`src/design/srfc_pkg.sv`:
```
// Shared types, constants and the CRC byte step for the sensor response frame checker.
// No dependencies; every other design file refers to this package by scoped names.
`default_nettype none
package srfc_pkg;

	// Frame layout
	localparam int unsigned FRAME_LEN     = 13;
	localparam int unsigned CRC_LAST      = 10;
	localparam int unsigned PAYLOAD_FIRST = 3;
	localparam int unsigned PAYLOAD_LAST  = 11;
	localparam int unsigned STORE_DEPTH   = PAYLOAD_LAST - PAYLOAD_FIRST + 1;
	localparam int unsigned COUNT_W       = 4;
	localparam int unsigned BYTE_W        = 8;

	// CRC-16, reflected form
	localparam logic [15:0] CRC_SEED = 16'hFFFF;
	localparam logic [15:0] CRC_POLY = 16'hA001;

	// Readings and result widths
	localparam int unsigned NUM_CH  = 4;
	localparam int unsigned RAW_W   = 16;
	localparam int unsigned CFG_W   = 16;
	localparam int unsigned RES_W   = 24;
	localparam int unsigned EC_W    = 16;
	localparam int unsigned NUM_CFG = 8;
	localparam int unsigned CFG_IDX_W = 3;

	// Channel order inside a frame record
	localparam int unsigned CH_HUM  = 0;
	localparam int unsigned CH_TEMP = 1;
	localparam int unsigned CH_EC   = 2;
	localparam int unsigned CH_PH   = 3;

	// Register indexes
	localparam logic [CFG_IDX_W-1:0] CFG_HUM_GAIN  = 3'd0;
	localparam logic [CFG_IDX_W-1:0] CFG_TEMP_GAIN = 3'd1;
	localparam logic [CFG_IDX_W-1:0] CFG_EC_GAIN   = 3'd2;
	localparam logic [CFG_IDX_W-1:0] CFG_PH_GAIN   = 3'd3;
	localparam logic [CFG_IDX_W-1:0] CFG_HUM_OFS   = 3'd4;
	localparam logic [CFG_IDX_W-1:0] CFG_TEMP_OFS  = 3'd5;
	localparam logic [CFG_IDX_W-1:0] CFG_EC_OFS    = 3'd6;
	localparam logic [CFG_IDX_W-1:0] CFG_PH_OFS    = 3'd7;

	localparam logic [CFG_W-1:0] GAIN_RESET = 16'd16384;

	// Defaults for top-level parameters
	localparam int unsigned GAIN_FRACTION_BITS_DEF = 14;
	localparam int unsigned QUEUE_DEPTH_DEF        = 2;

	// One checked frame, handed from the front to the back
	typedef struct packed {
		logic [NUM_CH-1:0][RAW_W-1:0] raw;
		logic                         crc_ok;
	} frame_rec_t;

	// One byte through the reflected CRC, bit at a time
	function automatic logic [15:0] crc_feed(input logic [15:0] crc, input logic [7:0] b);
		logic [15:0] c;
		c = crc ^ {8'h00, b};
		for (int i = 0; i < 8; i++) begin
			c = c[0] ? ((c >> 1) ^ CRC_POLY) : (c >> 1);
		end
		return c;
	endfunction

endpackage
`default_nettype wire

```
`src/design/srfc_if.sv`:
```
// Valid/ready channel interfaces for the frame checker: byte input and result output.
// Depends on srfc_pkg for field widths.
`default_nettype none
interface srfc_in_if;
	logic                          valid;
	logic                          ready;
	logic [srfc_pkg::BYTE_W-1:0]   rx_byte;
	logic                          frame_start;

	modport source(output valid, rx_byte, frame_start, input ready);
	modport sink(input valid, rx_byte, frame_start, output ready);
endinterface

interface srfc_out_if;
	logic                               valid;
	logic                               ready;
	logic signed [srfc_pkg::RES_W-1:0]  humidity_tenths;
	logic signed [srfc_pkg::RES_W-1:0]  temperature_tenths;
	logic        [srfc_pkg::EC_W-1:0]   ec_value;
	logic signed [srfc_pkg::RES_W-1:0]  acidity_tenths;
	logic                               crc_ok;

	modport source(output valid, humidity_tenths, temperature_tenths, ec_value,
		acidity_tenths, crc_ok, input ready);
	modport sink(input valid, humidity_tenths, temperature_tenths, ec_value,
		acidity_tenths, crc_ok, output ready);
endinterface
`default_nettype wire

```
`src/design/srfc_front.sv`:
```
// Front end: takes frame bytes, tracks position, runs the CRC and builds a frame record.
// Depends on srfc_pkg and srfc_in_if; pushes records into srfc_queue.
`default_nettype none
module srfc_front (
	input  wire logic             clk,
	input  wire logic             arst_n,
	srfc_in_if.sink               in_ch,
	input  wire logic             full,
	output logic                  push,
	output srfc_pkg::frame_rec_t  push_data
);

	logic [srfc_pkg::COUNT_W-1:0] count_q;
	logic [15:0]                  crc_q;
	logic [srfc_pkg::BYTE_W-1:0]  byte_q [srfc_pkg::STORE_DEPTH];

	logic                         accept;
	logic [srfc_pkg::COUNT_W-1:0] k;
	logic [15:0]                  crc_base;
	logic [15:0]                  rx_crc;

	// A stall only matters on the last byte, but keep it simple and uniform
	assign in_ch.ready = !full;
	assign accept      = in_ch.valid && in_ch.ready;

	// Start flag restarts position and CRC for this very byte
	assign k        = in_ch.frame_start ? '0 : count_q;
	assign crc_base = in_ch.frame_start ? srfc_pkg::CRC_SEED : crc_q;

	// Position and CRC tracking
	always_ff @(posedge clk or negedge arst_n) begin
		if (!arst_n) begin
			count_q <= '0;
			crc_q   <= srfc_pkg::CRC_SEED;
		end else if (accept && (k < srfc_pkg::COUNT_W'(srfc_pkg::FRAME_LEN))) begin
			count_q <= k + 1'b1;
			if (k <= srfc_pkg::COUNT_W'(srfc_pkg::CRC_LAST)) begin
				crc_q <= srfc_pkg::crc_feed(crc_base, in_ch.rx_byte);
			end else begin
				crc_q <= crc_base;
			end
		end
	end

	// Payload and CRC low byte, no reset needed
	always_ff @(posedge clk) begin
		if (accept && (k >= srfc_pkg::COUNT_W'(srfc_pkg::PAYLOAD_FIRST))
				&& (k <= srfc_pkg::COUNT_W'(srfc_pkg::PAYLOAD_LAST))) begin
			byte_q[k - srfc_pkg::COUNT_W'(srfc_pkg::PAYLOAD_FIRST)] <= in_ch.rx_byte;
		end
	end

	// Last byte closes the frame
	assign rx_crc = {in_ch.rx_byte, byte_q[8]};
	assign push   = accept && (k == srfc_pkg::COUNT_W'(srfc_pkg::FRAME_LEN - 1));

	always_comb begin
		push_data.raw[srfc_pkg::CH_HUM]  = {byte_q[0], byte_q[1]};
		push_data.raw[srfc_pkg::CH_TEMP] = {byte_q[2], byte_q[3]};
		push_data.raw[srfc_pkg::CH_EC]   = {byte_q[4], byte_q[5]};
		push_data.raw[srfc_pkg::CH_PH]   = {byte_q[6], byte_q[7]};
		push_data.crc_ok                 = (rx_crc == crc_q);
	end

endmodule
`default_nettype wire

```
`src/design/srfc_queue.sv`:
```
// Short queue of frame records between the front and back ends.
// Depends on srfc_pkg for the record type.
`default_nettype none
module srfc_queue #(
	parameter int unsigned DEPTH = srfc_pkg::QUEUE_DEPTH_DEF
) (
	input  wire logic             clk,
	input  wire logic             arst_n,
	input  wire logic             push,
	input  srfc_pkg::frame_rec_t  push_data,
	input  wire logic             pop,
	output srfc_pkg::frame_rec_t  pop_data,
	output logic                  full,
	output logic                  empty
);

	localparam int unsigned PTR_W = (DEPTH > 1) ? $clog2(DEPTH) : 1;
	localparam int unsigned CNT_W = $clog2(DEPTH + 1);

	srfc_pkg::frame_rec_t mem_q [DEPTH];
	logic [PTR_W-1:0]     wr_ptr_q;
	logic [PTR_W-1:0]     rd_ptr_q;
	logic [CNT_W-1:0]     cnt_q;

	assign full     = (cnt_q == CNT_W'(DEPTH));
	assign empty    = (cnt_q == '0);
	assign pop_data = mem_q[rd_ptr_q];

	// Storage
	always_ff @(posedge clk) begin
		if (push) begin
			mem_q[wr_ptr_q] <= push_data;
		end
	end

	// Pointers and fill level
	always_ff @(posedge clk or negedge arst_n) begin
		if (!arst_n) begin
			wr_ptr_q <= '0;
			rd_ptr_q <= '0;
			cnt_q    <= '0;
		end else begin
			if (push) begin
				wr_ptr_q <= (wr_ptr_q == PTR_W'(DEPTH - 1)) ? '0 : wr_ptr_q + 1'b1;
			end
			if (pop) begin
				rd_ptr_q <= (rd_ptr_q == PTR_W'(DEPTH - 1)) ? '0 : rd_ptr_q + 1'b1;
			end
			if (push && !pop) begin
				cnt_q <= cnt_q + 1'b1;
			end else if (pop && !push) begin
				cnt_q <= cnt_q - 1'b1;
			end
		end
	end

endmodule
`default_nettype wire

```
`src/design/srfc_back.sv`:
```
// Back end: calibration registers, gain multiply, rounding, offset, saturation and output.
// Depends on srfc_pkg and srfc_out_if; pops records from srfc_queue.
`default_nettype none
module srfc_back #(
	parameter int unsigned GAIN_FRACTION_BITS = srfc_pkg::GAIN_FRACTION_BITS_DEF
) (
	input  wire logic                             clk,
	input  wire logic                             arst_n,
	input  wire logic                             cfg_we,
	input  wire logic [srfc_pkg::CFG_IDX_W-1:0]   cfg_index,
	input  wire logic [srfc_pkg::CFG_W-1:0]       cfg_data,
	input  srfc_pkg::frame_rec_t                  pop_data,
	input  wire logic                             empty,
	output logic                                  pop,
	srfc_out_if.source                            out_ch
);

	localparam int unsigned PROD_W = 2 * srfc_pkg::RAW_W;
	localparam int unsigned SUM_W  = PROD_W + 2;
	localparam logic [PROD_W:0] HALF = (PROD_W + 1)'(1) << (GAIN_FRACTION_BITS - 1);
	localparam logic signed [SUM_W-1:0] S_MAX  = SUM_W'(8388607);
	localparam logic signed [SUM_W-1:0] S_MIN  = -SUM_W'(8388608);
	localparam logic signed [SUM_W-1:0] EC_MAX = SUM_W'(65535);

	logic [srfc_pkg::CFG_W-1:0]  cfg_q [srfc_pkg::NUM_CFG];

	logic [PROD_W-1:0]           prod_s1 [srfc_pkg::NUM_CH];
	logic                        ok_s1;
	logic                        valid_s1;

	logic [srfc_pkg::RES_W-1:0]  good_q [srfc_pkg::NUM_CH];
	logic [srfc_pkg::RES_W-1:0]  res_q [srfc_pkg::NUM_CH];
	logic                        ok_q;
	logic                        out_valid_q;

	logic                        load_out;
	logic                        take_s1;
	logic [PROD_W:0]             rnd [srfc_pkg::NUM_CH];
	logic [PROD_W:0]             scaled [srfc_pkg::NUM_CH];
	logic signed [SUM_W-1:0]     ofs [srfc_pkg::NUM_CH];
	logic signed [SUM_W-1:0]     sum [srfc_pkg::NUM_CH];
	logic [srfc_pkg::RES_W-1:0]  sat [srfc_pkg::NUM_CH];

	// Calibration registers
	always_ff @(posedge clk or negedge arst_n) begin
		if (!arst_n) begin
			for (int i = 0; i < srfc_pkg::NUM_CFG; i++) begin
				cfg_q[i] <= (i < srfc_pkg::NUM_CH) ? srfc_pkg::GAIN_RESET : '0;
			end
		end else if (cfg_we) begin
			cfg_q[cfg_index] <= cfg_data;
		end
	end

	// Flow control between multiply stage and output register
	assign load_out = valid_s1 && (!out_valid_q || out_ch.ready);
	assign take_s1  = !valid_s1 || load_out;
	assign pop      = !empty && take_s1;

	// Stage 1: gain multiply
	always_ff @(posedge clk) begin
		if (pop) begin
			for (int i = 0; i < srfc_pkg::NUM_CH; i++) begin
				prod_s1[i] <= PROD_W'(pop_data.raw[i]) * PROD_W'(cfg_q[i]);
			end
			ok_s1 <= pop_data.crc_ok;
		end
	end

	always_ff @(posedge clk or negedge arst_n) begin
		if (!arst_n) begin
			valid_s1 <= 1'b0;
		end else if (take_s1) begin
			valid_s1 <= pop;
		end
	end

	// Round, add offset, saturate; conductivity offset is unsigned
	always_comb begin
		for (int i = 0; i < srfc_pkg::NUM_CH; i++) begin
			rnd[i]    = {1'b0, prod_s1[i]} + HALF;
			scaled[i] = rnd[i] >> GAIN_FRACTION_BITS;
			if (i == srfc_pkg::CH_EC) begin
				ofs[i] = SUM_W'(cfg_q[srfc_pkg::CFG_HUM_OFS + srfc_pkg::CFG_IDX_W'(i)]);
			end else begin
				ofs[i] = SUM_W'($signed(cfg_q[srfc_pkg::CFG_HUM_OFS + srfc_pkg::CFG_IDX_W'(i)]));
			end
			sum[i] = $signed({1'b0, scaled[i]}) + ofs[i];
			if (i == srfc_pkg::CH_EC) begin
				if (sum[i] > EC_MAX) begin
					sat[i] = srfc_pkg::RES_W'(16'hFFFF);
				end else if (sum[i] < 0) begin
					sat[i] = '0;
				end else begin
					sat[i] = srfc_pkg::RES_W'(sum[i][srfc_pkg::EC_W-1:0]);
				end
			end else begin
				if (sum[i] > S_MAX) begin
					sat[i] = S_MAX[srfc_pkg::RES_W-1:0];
				end else if (sum[i] < S_MIN) begin
					sat[i] = S_MIN[srfc_pkg::RES_W-1:0];
				end else begin
					sat[i] = sum[i][srfc_pkg::RES_W-1:0];
				end
			end
		end
	end

	// Last good readings; a failed frame repeats them
	always_ff @(posedge clk or negedge arst_n) begin
		if (!arst_n) begin
			for (int i = 0; i < srfc_pkg::NUM_CH; i++) begin
				good_q[i] <= '0;
			end
		end else if (load_out && ok_s1) begin
			for (int i = 0; i < srfc_pkg::NUM_CH; i++) begin
				good_q[i] <= sat[i];
			end
		end
	end

	// Output register
	always_ff @(posedge clk) begin
		if (load_out) begin
			for (int i = 0; i < srfc_pkg::NUM_CH; i++) begin
				res_q[i] <= ok_s1 ? sat[i] : good_q[i];
			end
			ok_q <= ok_s1;
		end
	end

	always_ff @(posedge clk or negedge arst_n) begin
		if (!arst_n) begin
			out_valid_q <= 1'b0;
		end else if (load_out) begin
			out_valid_q <= 1'b1;
		end else if (out_ch.ready) begin
			out_valid_q <= 1'b0;
		end
	end

	assign out_ch.valid              = out_valid_q;
	assign out_ch.humidity_tenths    = res_q[srfc_pkg::CH_HUM];
	assign out_ch.temperature_tenths = res_q[srfc_pkg::CH_TEMP];
	assign out_ch.ec_value           = res_q[srfc_pkg::CH_EC][srfc_pkg::EC_W-1:0];
	assign out_ch.acidity_tenths     = res_q[srfc_pkg::CH_PH];
	assign out_ch.crc_ok             = ok_q;

endmodule
`default_nettype wire

```
`src/design/sensor_response_frame_checker_top.sv`:
```
// Top level of the sensor response frame checker: front end, record queue, back end.
// Depends on srfc_pkg, srfc_if, srfc_front, srfc_queue and srfc_back.
//
// Usage:
//   in_ch carries one frame byte per item with a frame_start flag on byte 0. A 13-byte
//   frame is checked with the reflected CRC-16 over bytes 0..10 against bytes 11/12.
//   out_ch gives one item per completed frame: four calibrated readings and crc_ok.
//   Bytes past byte 12 and before the next start flag are dropped without a result.
//   The write port (cfg_we, cfg_index, cfg_data) sets gains and offsets; write it only
//   while no frame is in flight.
// Throughput: one byte per cycle while the queue is not full; CRC steps a byte at a time.
// Result path: the record enters the queue on the edge that accepts the last byte, then
//   passes gain multiply, then round/offset/saturate into the output register.
// Stalls: a held out_ch.ready fills the output register, the multiply stage and the
//   QUEUE_DEPTH-entry record queue; in_ch.ready drops only once the queue is full.
// Reset: byte position cleared, CRC to 0xFFFF, gains to 1.0, offsets and last good
//   readings to zero, no item pending.
`default_nettype none
module sensor_response_frame_checker_top #(
	parameter int unsigned GAIN_FRACTION_BITS = srfc_pkg::GAIN_FRACTION_BITS_DEF,
	parameter int unsigned QUEUE_DEPTH        = srfc_pkg::QUEUE_DEPTH_DEF
) (
	input  wire logic                             clk,
	input  wire logic                             arst_n,
	srfc_in_if.sink                               in_ch,
	srfc_out_if.source                            out_ch,
	input  wire logic                             cfg_we,
	input  wire logic [srfc_pkg::CFG_IDX_W-1:0]   cfg_index,
	input  wire logic [srfc_pkg::CFG_W-1:0]       cfg_data
);

	srfc_pkg::frame_rec_t push_data;
	srfc_pkg::frame_rec_t pop_data;
	logic                 push;
	logic                 pop;
	logic                 full;
	logic                 empty;

	// Byte intake and CRC
	srfc_front u_front (
		.clk       (clk),
		.arst_n    (arst_n),
		.in_ch     (in_ch),
		.full      (full),
		.push      (push),
		.push_data (push_data)
	);

	// Decoupling queue
	srfc_queue #(
		.DEPTH (QUEUE_DEPTH)
	) u_queue (
		.clk       (clk),
		.arst_n    (arst_n),
		.push      (push),
		.push_data (push_data),
		.pop       (pop),
		.pop_data  (pop_data),
		.full      (full),
		.empty     (empty)
	);

	// Calibration and output
	srfc_back #(
		.GAIN_FRACTION_BITS (GAIN_FRACTION_BITS)
	) u_back (
		.clk       (clk),
		.arst_n    (arst_n),
		.cfg_we    (cfg_we),
		.cfg_index (cfg_index),
		.cfg_data  (cfg_data),
		.pop_data  (pop_data),
		.empty     (empty),
		.pop       (pop),
		.out_ch    (out_ch)
	);

endmodule
`default_nettype wire

```
`src/flat_wrapper.sv`:
```
// flat-port wrapper written by rule: the top's interface ports become plain ports
module sensor_response_frame_checker_top_flat 
#(
	parameter int unsigned GAIN_FRACTION_BITS = srfc_pkg::GAIN_FRACTION_BITS_DEF,
	parameter int unsigned QUEUE_DEPTH        = srfc_pkg::QUEUE_DEPTH_DEF
)
  (clk, arst_n, cfg_we, cfg_index, cfg_data, in_ch_valid, in_ch_rx_byte, in_ch_frame_start, in_ch_ready, out_ch_valid, out_ch_humidity_tenths, out_ch_temperature_tenths, out_ch_ec_value, out_ch_acidity_tenths, out_ch_crc_ok, out_ch_ready);
  srfc_in_if in_ch_i ();
  srfc_out_if out_ch_i ();
  input  wire logic clk;
  input  wire logic arst_n;
  input  wire logic cfg_we;
  input  wire logic [srfc_pkg::CFG_IDX_W-1:0] cfg_index;
  input  wire logic [srfc_pkg::CFG_W-1:0] cfg_data;
  input wire logic [$bits(in_ch_i.valid)-1:0] in_ch_valid;
  input wire logic [$bits(in_ch_i.rx_byte)-1:0] in_ch_rx_byte;
  input wire logic [$bits(in_ch_i.frame_start)-1:0] in_ch_frame_start;
  output wire logic [$bits(in_ch_i.ready)-1:0] in_ch_ready;
  output wire logic [$bits(out_ch_i.valid)-1:0] out_ch_valid;
  output wire logic [$bits(out_ch_i.humidity_tenths)-1:0] out_ch_humidity_tenths;
  output wire logic [$bits(out_ch_i.temperature_tenths)-1:0] out_ch_temperature_tenths;
  output wire logic [$bits(out_ch_i.ec_value)-1:0] out_ch_ec_value;
  output wire logic [$bits(out_ch_i.acidity_tenths)-1:0] out_ch_acidity_tenths;
  output wire logic [$bits(out_ch_i.crc_ok)-1:0] out_ch_crc_ok;
  input wire logic [$bits(out_ch_i.ready)-1:0] out_ch_ready;
  assign in_ch_i.valid = in_ch_valid;
  assign in_ch_i.rx_byte = in_ch_rx_byte;
  assign in_ch_i.frame_start = in_ch_frame_start;
  assign in_ch_ready = in_ch_i.ready;
  assign out_ch_valid = out_ch_i.valid;
  assign out_ch_humidity_tenths = out_ch_i.humidity_tenths;
  assign out_ch_temperature_tenths = out_ch_i.temperature_tenths;
  assign out_ch_ec_value = out_ch_i.ec_value;
  assign out_ch_acidity_tenths = out_ch_i.acidity_tenths;
  assign out_ch_crc_ok = out_ch_i.crc_ok;
  assign out_ch_i.ready = out_ch_ready;
  sensor_response_frame_checker_top #(.GAIN_FRACTION_BITS(GAIN_FRACTION_BITS), .QUEUE_DEPTH(QUEUE_DEPTH)) u_core (.clk(clk), .arst_n(arst_n), .in_ch(in_ch_i), .out_ch(out_ch_i), .cfg_we(cfg_we), .cfg_index(cfg_index), .cfg_data(cfg_data));
endmodule
```
`config.mk`:
```
export PLATFORM = sky130hd
export DESIGN_NAME = sensor_response_frame_checker_top_flat
export DESIGN_NICKNAME = d
export VERILOG_FILES = /design/src/design/srfc_pkg.sv /design/src/design/srfc_if.sv /design/src/design/srfc_front.sv /design/src/design/srfc_queue.sv /design/src/design/srfc_back.sv /design/src/design/sensor_response_frame_checker_top.sv /design/src/flat_wrapper.sv
export SDC_FILE = /design/constraint.sdc
export NUM_CORES = 2
export LEC_CHECK = 0
export ABC_AREA = 1
export BUFFER_PORTS_ARGS = -buffer_cell sky130_fd_sc_hd__buf_2
export CAP_MARGIN = 0
export CELL_PAD_IN_SITES_DETAIL_PLACEMENT = 1
export CELL_PAD_IN_SITES_GLOBAL_PLACEMENT = 1
export CORE_UTILIZATION = 30
export CTS_CLUSTER_SIZE = 28
export DETAILED_ROUTE_END_ITERATION = 8
export GPL_TIMING_DRIVEN = 0
export PLACE_DENSITY = 0.59
export SETUP_SLACK_MARGIN = 0.3
export SYNTH_ARGS = -nofsm -noshare
export SYNTH_HDL_FRONTEND = slang
export SYNTH_HIERARCHICAL = 1
export SYNTH_SLANG_ARGS = --single-unit
```
`constraint.sdc`:
```
create_clock -name clk -period 5.8 [get_ports clk]
set_clock_uncertainty 0.15 [all_clocks]
set_input_delay 0.29 -clock clk [delete_from_list [all_inputs] [get_ports clk]]
set_output_delay 0.29 -clock clk [all_outputs]
set_load 0.005 [all_outputs]
```
==> results.tsv <==
metric	value	unit
cts bufs inserted	70	
DP Worst Slack	-1360	ps
RR Startpoint	u_core/u_queue/rd_ptr_q	
min Tclk post-route	6520	ps
placed cells	10400	
row cnt	168	
unrepaired setup endpoints after global routing	true	
ys async rst share	39.4	%
Worst Hold Class	input port to async pin	
MaxCap Viol Count	0	
worst-path maximum fanout	10	
Nets	9064	
Die ar.	212000	sq um
post-synthesis sequential area ratio	26.5	%
top cells by area, synth	fa_1 (25%), edfxtp_1 (17%), nand2_1 (11%)	
reg2reg end	u_core/u_back/prod_s1[2][24]	
top cell type's share of synthesized area	24.6	%
final hold vios	0	
CTS tree	done	
WP buf/inv	7	
slack of the critical path	-724	ps
post-route ant nets	0	
Area Overhead vs Synth	18.9	%
max_slew headroom	4.97	%
cell family with most CP delay	adder cells	
via/cell ratio	4.68	
core box area	209000	sq um
CP endpoint kind	flop	
Die Wd	461	um
cell count after synthesis	7431	
worst reg2reg path depth	22	
GR Util All Layers	20.6	%
EDFF count, synth	361	
global-route wire length before repair	332000	um
Tcrit/Tclk final	112	%
largest net degree at the start of global routing	103	
Arr. time, crit path	6790	ps
Worst-Margin Slew	1430	ps
vias in the first global route	54600	
Detailed Route WL	216000	um
dpl hpwl	173000	um
Mapped Nets	8731	
Longest Clk Path Bufs	3	
IO buf count	122	
Finish-stage setup viols	76	
max incr delay on CP	560	ps
Root Buffer	clkbuf_16	
status	finished, violations left	
most common cell after layout, fill and taps aside	nand2_1	
clock latency on the worst-skew pair	710	ps
largest area contributor in the netlist	fa_1	
Finished Core Util	35.9	%
initial antenna violation count	16	
Crit path top cell by count	fa_1	
flops & latches, synth	596	
reg2reg setup slack	-720	ps
Fill cells	24500	
Worst EP required	6070	ps
Hold WS	56.4	ps
Crit-path slowest cell	fa_1	
GR Overflow Total	0	
final number of max-transition violations	0	
Routed WL per cell	20.3	um
clock sink total	596	
Unique masters post-synth	63	
DRC	0	
Setup crit start kind	flop	
failing checks	negative setup slack	
Syn Area/Cell	8.50	sq um
TritonRoute pass-1 iters	6	
H-tree levels	3	
Starting Density	30.2	%
Die H	461	um
Warnings, synthesis	6	
Via Count	49800	
Cell Count, Final, Fillers Out	10600	
RePlAce Congestion	0.891	
Reg clk slew, reported paths	70	ps
commonest non-fill, non-tap cells in the layout	nand2_1 (1825), inv_1 (1655), fa_1 (732)	
cells along the critical path	buf_12, buf_6, mux2_2, clkbuf_8, clkbuf_8, nand2_2, fa_1, fa_1, inv_1, fa_1, fa_1, fa_1, inv_1, fa_1, inv_1, ha_4, nand2_4, nor4_4, nand4_1, nand3_4, a21oi_2, xnor2_1	
share of cells above drive strength 1	15.0	%
number of I/O pins	124	
cell area after synthesis	63200	sq um
Main synth FF type	edfxtp_1	
Setup Crit Path Kind	flop to flop	
Starting DRT DRC Count	2620	
FMAX	153	MHz
-- Yosys cell counts (12+ instances only) --
cell type  count
inv_1       1714
nand3b_1      27
nor4_1        22
edfxtp_1     361
o21bai_1      14
nor3_1        47
nand3_2       13
ha_1         491
fa_1         776
dfrtp_1      215
xnor2_1       77
a221oi_1      12
nand2_2       18
a31oi_1       20
o21ai_0      344
xor2_1       106
clkbuf_1     298
a21o_1        23
dfstp_2       20
mux2_4        40
nand4_1       58
nand2_1     1926
nand3_1      176
a21oi_1      209
mux2_2        26
nor2_1       253
or2_2         17
-- metrics by stage --
step | cell area, sq um | setup TNS [ps]
2_1_floorplan | 64800 | -1890
3_5_place_dp | 69200 | -76380
4_1_cts | 73800 | -41110
3_3_place_gp | 68900 | -303880
6_report | 75100 | -38370
5_1_grt | 75100 | -52900
-- how the worst max path moves through the flow --
stage,start,endpoint,slack (ps),depth (start not counted)
floorplan,u_core/u_queue/rd_ptr_q,u_core/u_back/prod_s1[3][30],-130,28
global placement,u_core/u_queue/rd_ptr_q,u_core/u_back/prod_s1[3][24],-1390,21
detailed placement,u_core/u_queue/rd_ptr_q,u_core/u_back/prod_s1[3][24],-1360,21
CTS,u_core/u_queue/rd_ptr_q,u_core/u_back/prod_s1[2][28],-780,21
global route,u_core/u_queue/rd_ptr_q,u_core/u_back/prod_s1[1][31],-870,20
finish,u_core/u_queue/rd_ptr_q,u_core/u_back/prod_s1[2][24],-720,22
-- cell type report --
class	instances	area, sq um	share of cell area (%)
inverter	1719	6460	8.61
multi-input combinational	4787	41000	54.5
sequential	596	16700	22.3
tap	2805	3510	4.67
clock inverter	38	449	0.598
clock buffer	92	1900	2.52
timing repair buffer	270	2130	2.84
buffer	320	2930	3.90
antenna	9	22.5	0.0300
-- state kept, by name, summed over array words and instances (netlist names) --
register                     count
u_core/u_back/good_q            81
u_core/u_back/ok_s1              1
u_core/u_back/cfg_q            128
u_core/u_back/res_q             81
u_core/u_queue/cnt_q             2
u_core/u_queue/mem_q           130
u_core/u_front/crc_q            16
u_core/u_front/count_q           4
u_core/u_back/prod_s1           76
u_core/u_back/valid_s1           1
u_core/u_queue/rd_ptr_q          1
u_core/u_back/out_ch.valid       1
u_core/u_front/byte_q           72
u_core/u_queue/wr_ptr_q          1
u_core/u_back/out_ch.crc_ok      1
-- worst min-delay path, delay by kind of cell --
| family | cells | cell delay, ps |
|---|---|---|
| buffers and inverters | 3 | 1000 |
-- routing by layer --
layer	up-vias	GRT usage [%]	routed length, um
li1	23200	-	-
met1	25500	27.9	99500
met2	878	35.4	104000
met3	236	1.83	7190
met4	0	5.05	5530
met5	-	0	0
-- what timing repair did --
| item | in CTS | in global routing |
|---|---|---|
| buffers inserted | 73 | 47 |
| resized for setup | 308 | 297 |
| hold buffers | 16 | 0 |
| setup endpoints to repair | 76 | 76 |
| endpoints found under the hold margin | 298 | 0 |
| pin swaps | 60 | 105 |
| gates cloned | 2 | 1 |
-- kinds of logic (layout without fill, tap and decap cells) --
| family | after synthesis | in the layout | share of synthesized area [%] |
|---|---|---|---|
| XOR/XNOR | 186 | 186 | 2.61 |
| multiplexers | 66 | 66 | 1.41 |
| AND/OR/NAND/NOR | 2593 | 2593 | 16.9 |
| adder cells (fa/ha/maj) | 1267 | 1267 | 34.3 |
| buffers and inverters | 2048 | 2439 | 12.4 |
| flip-flops | 596 | 596 | 26.5 |
| AO/OA/AOI/OAI | 675 | 675 | 5.82 |
| other | 0 | 9 | 0 |
Power is left out: the tool's default activity adds up to more than one toggle a clock period on the data nets, which glitch-free logic cannot reach.
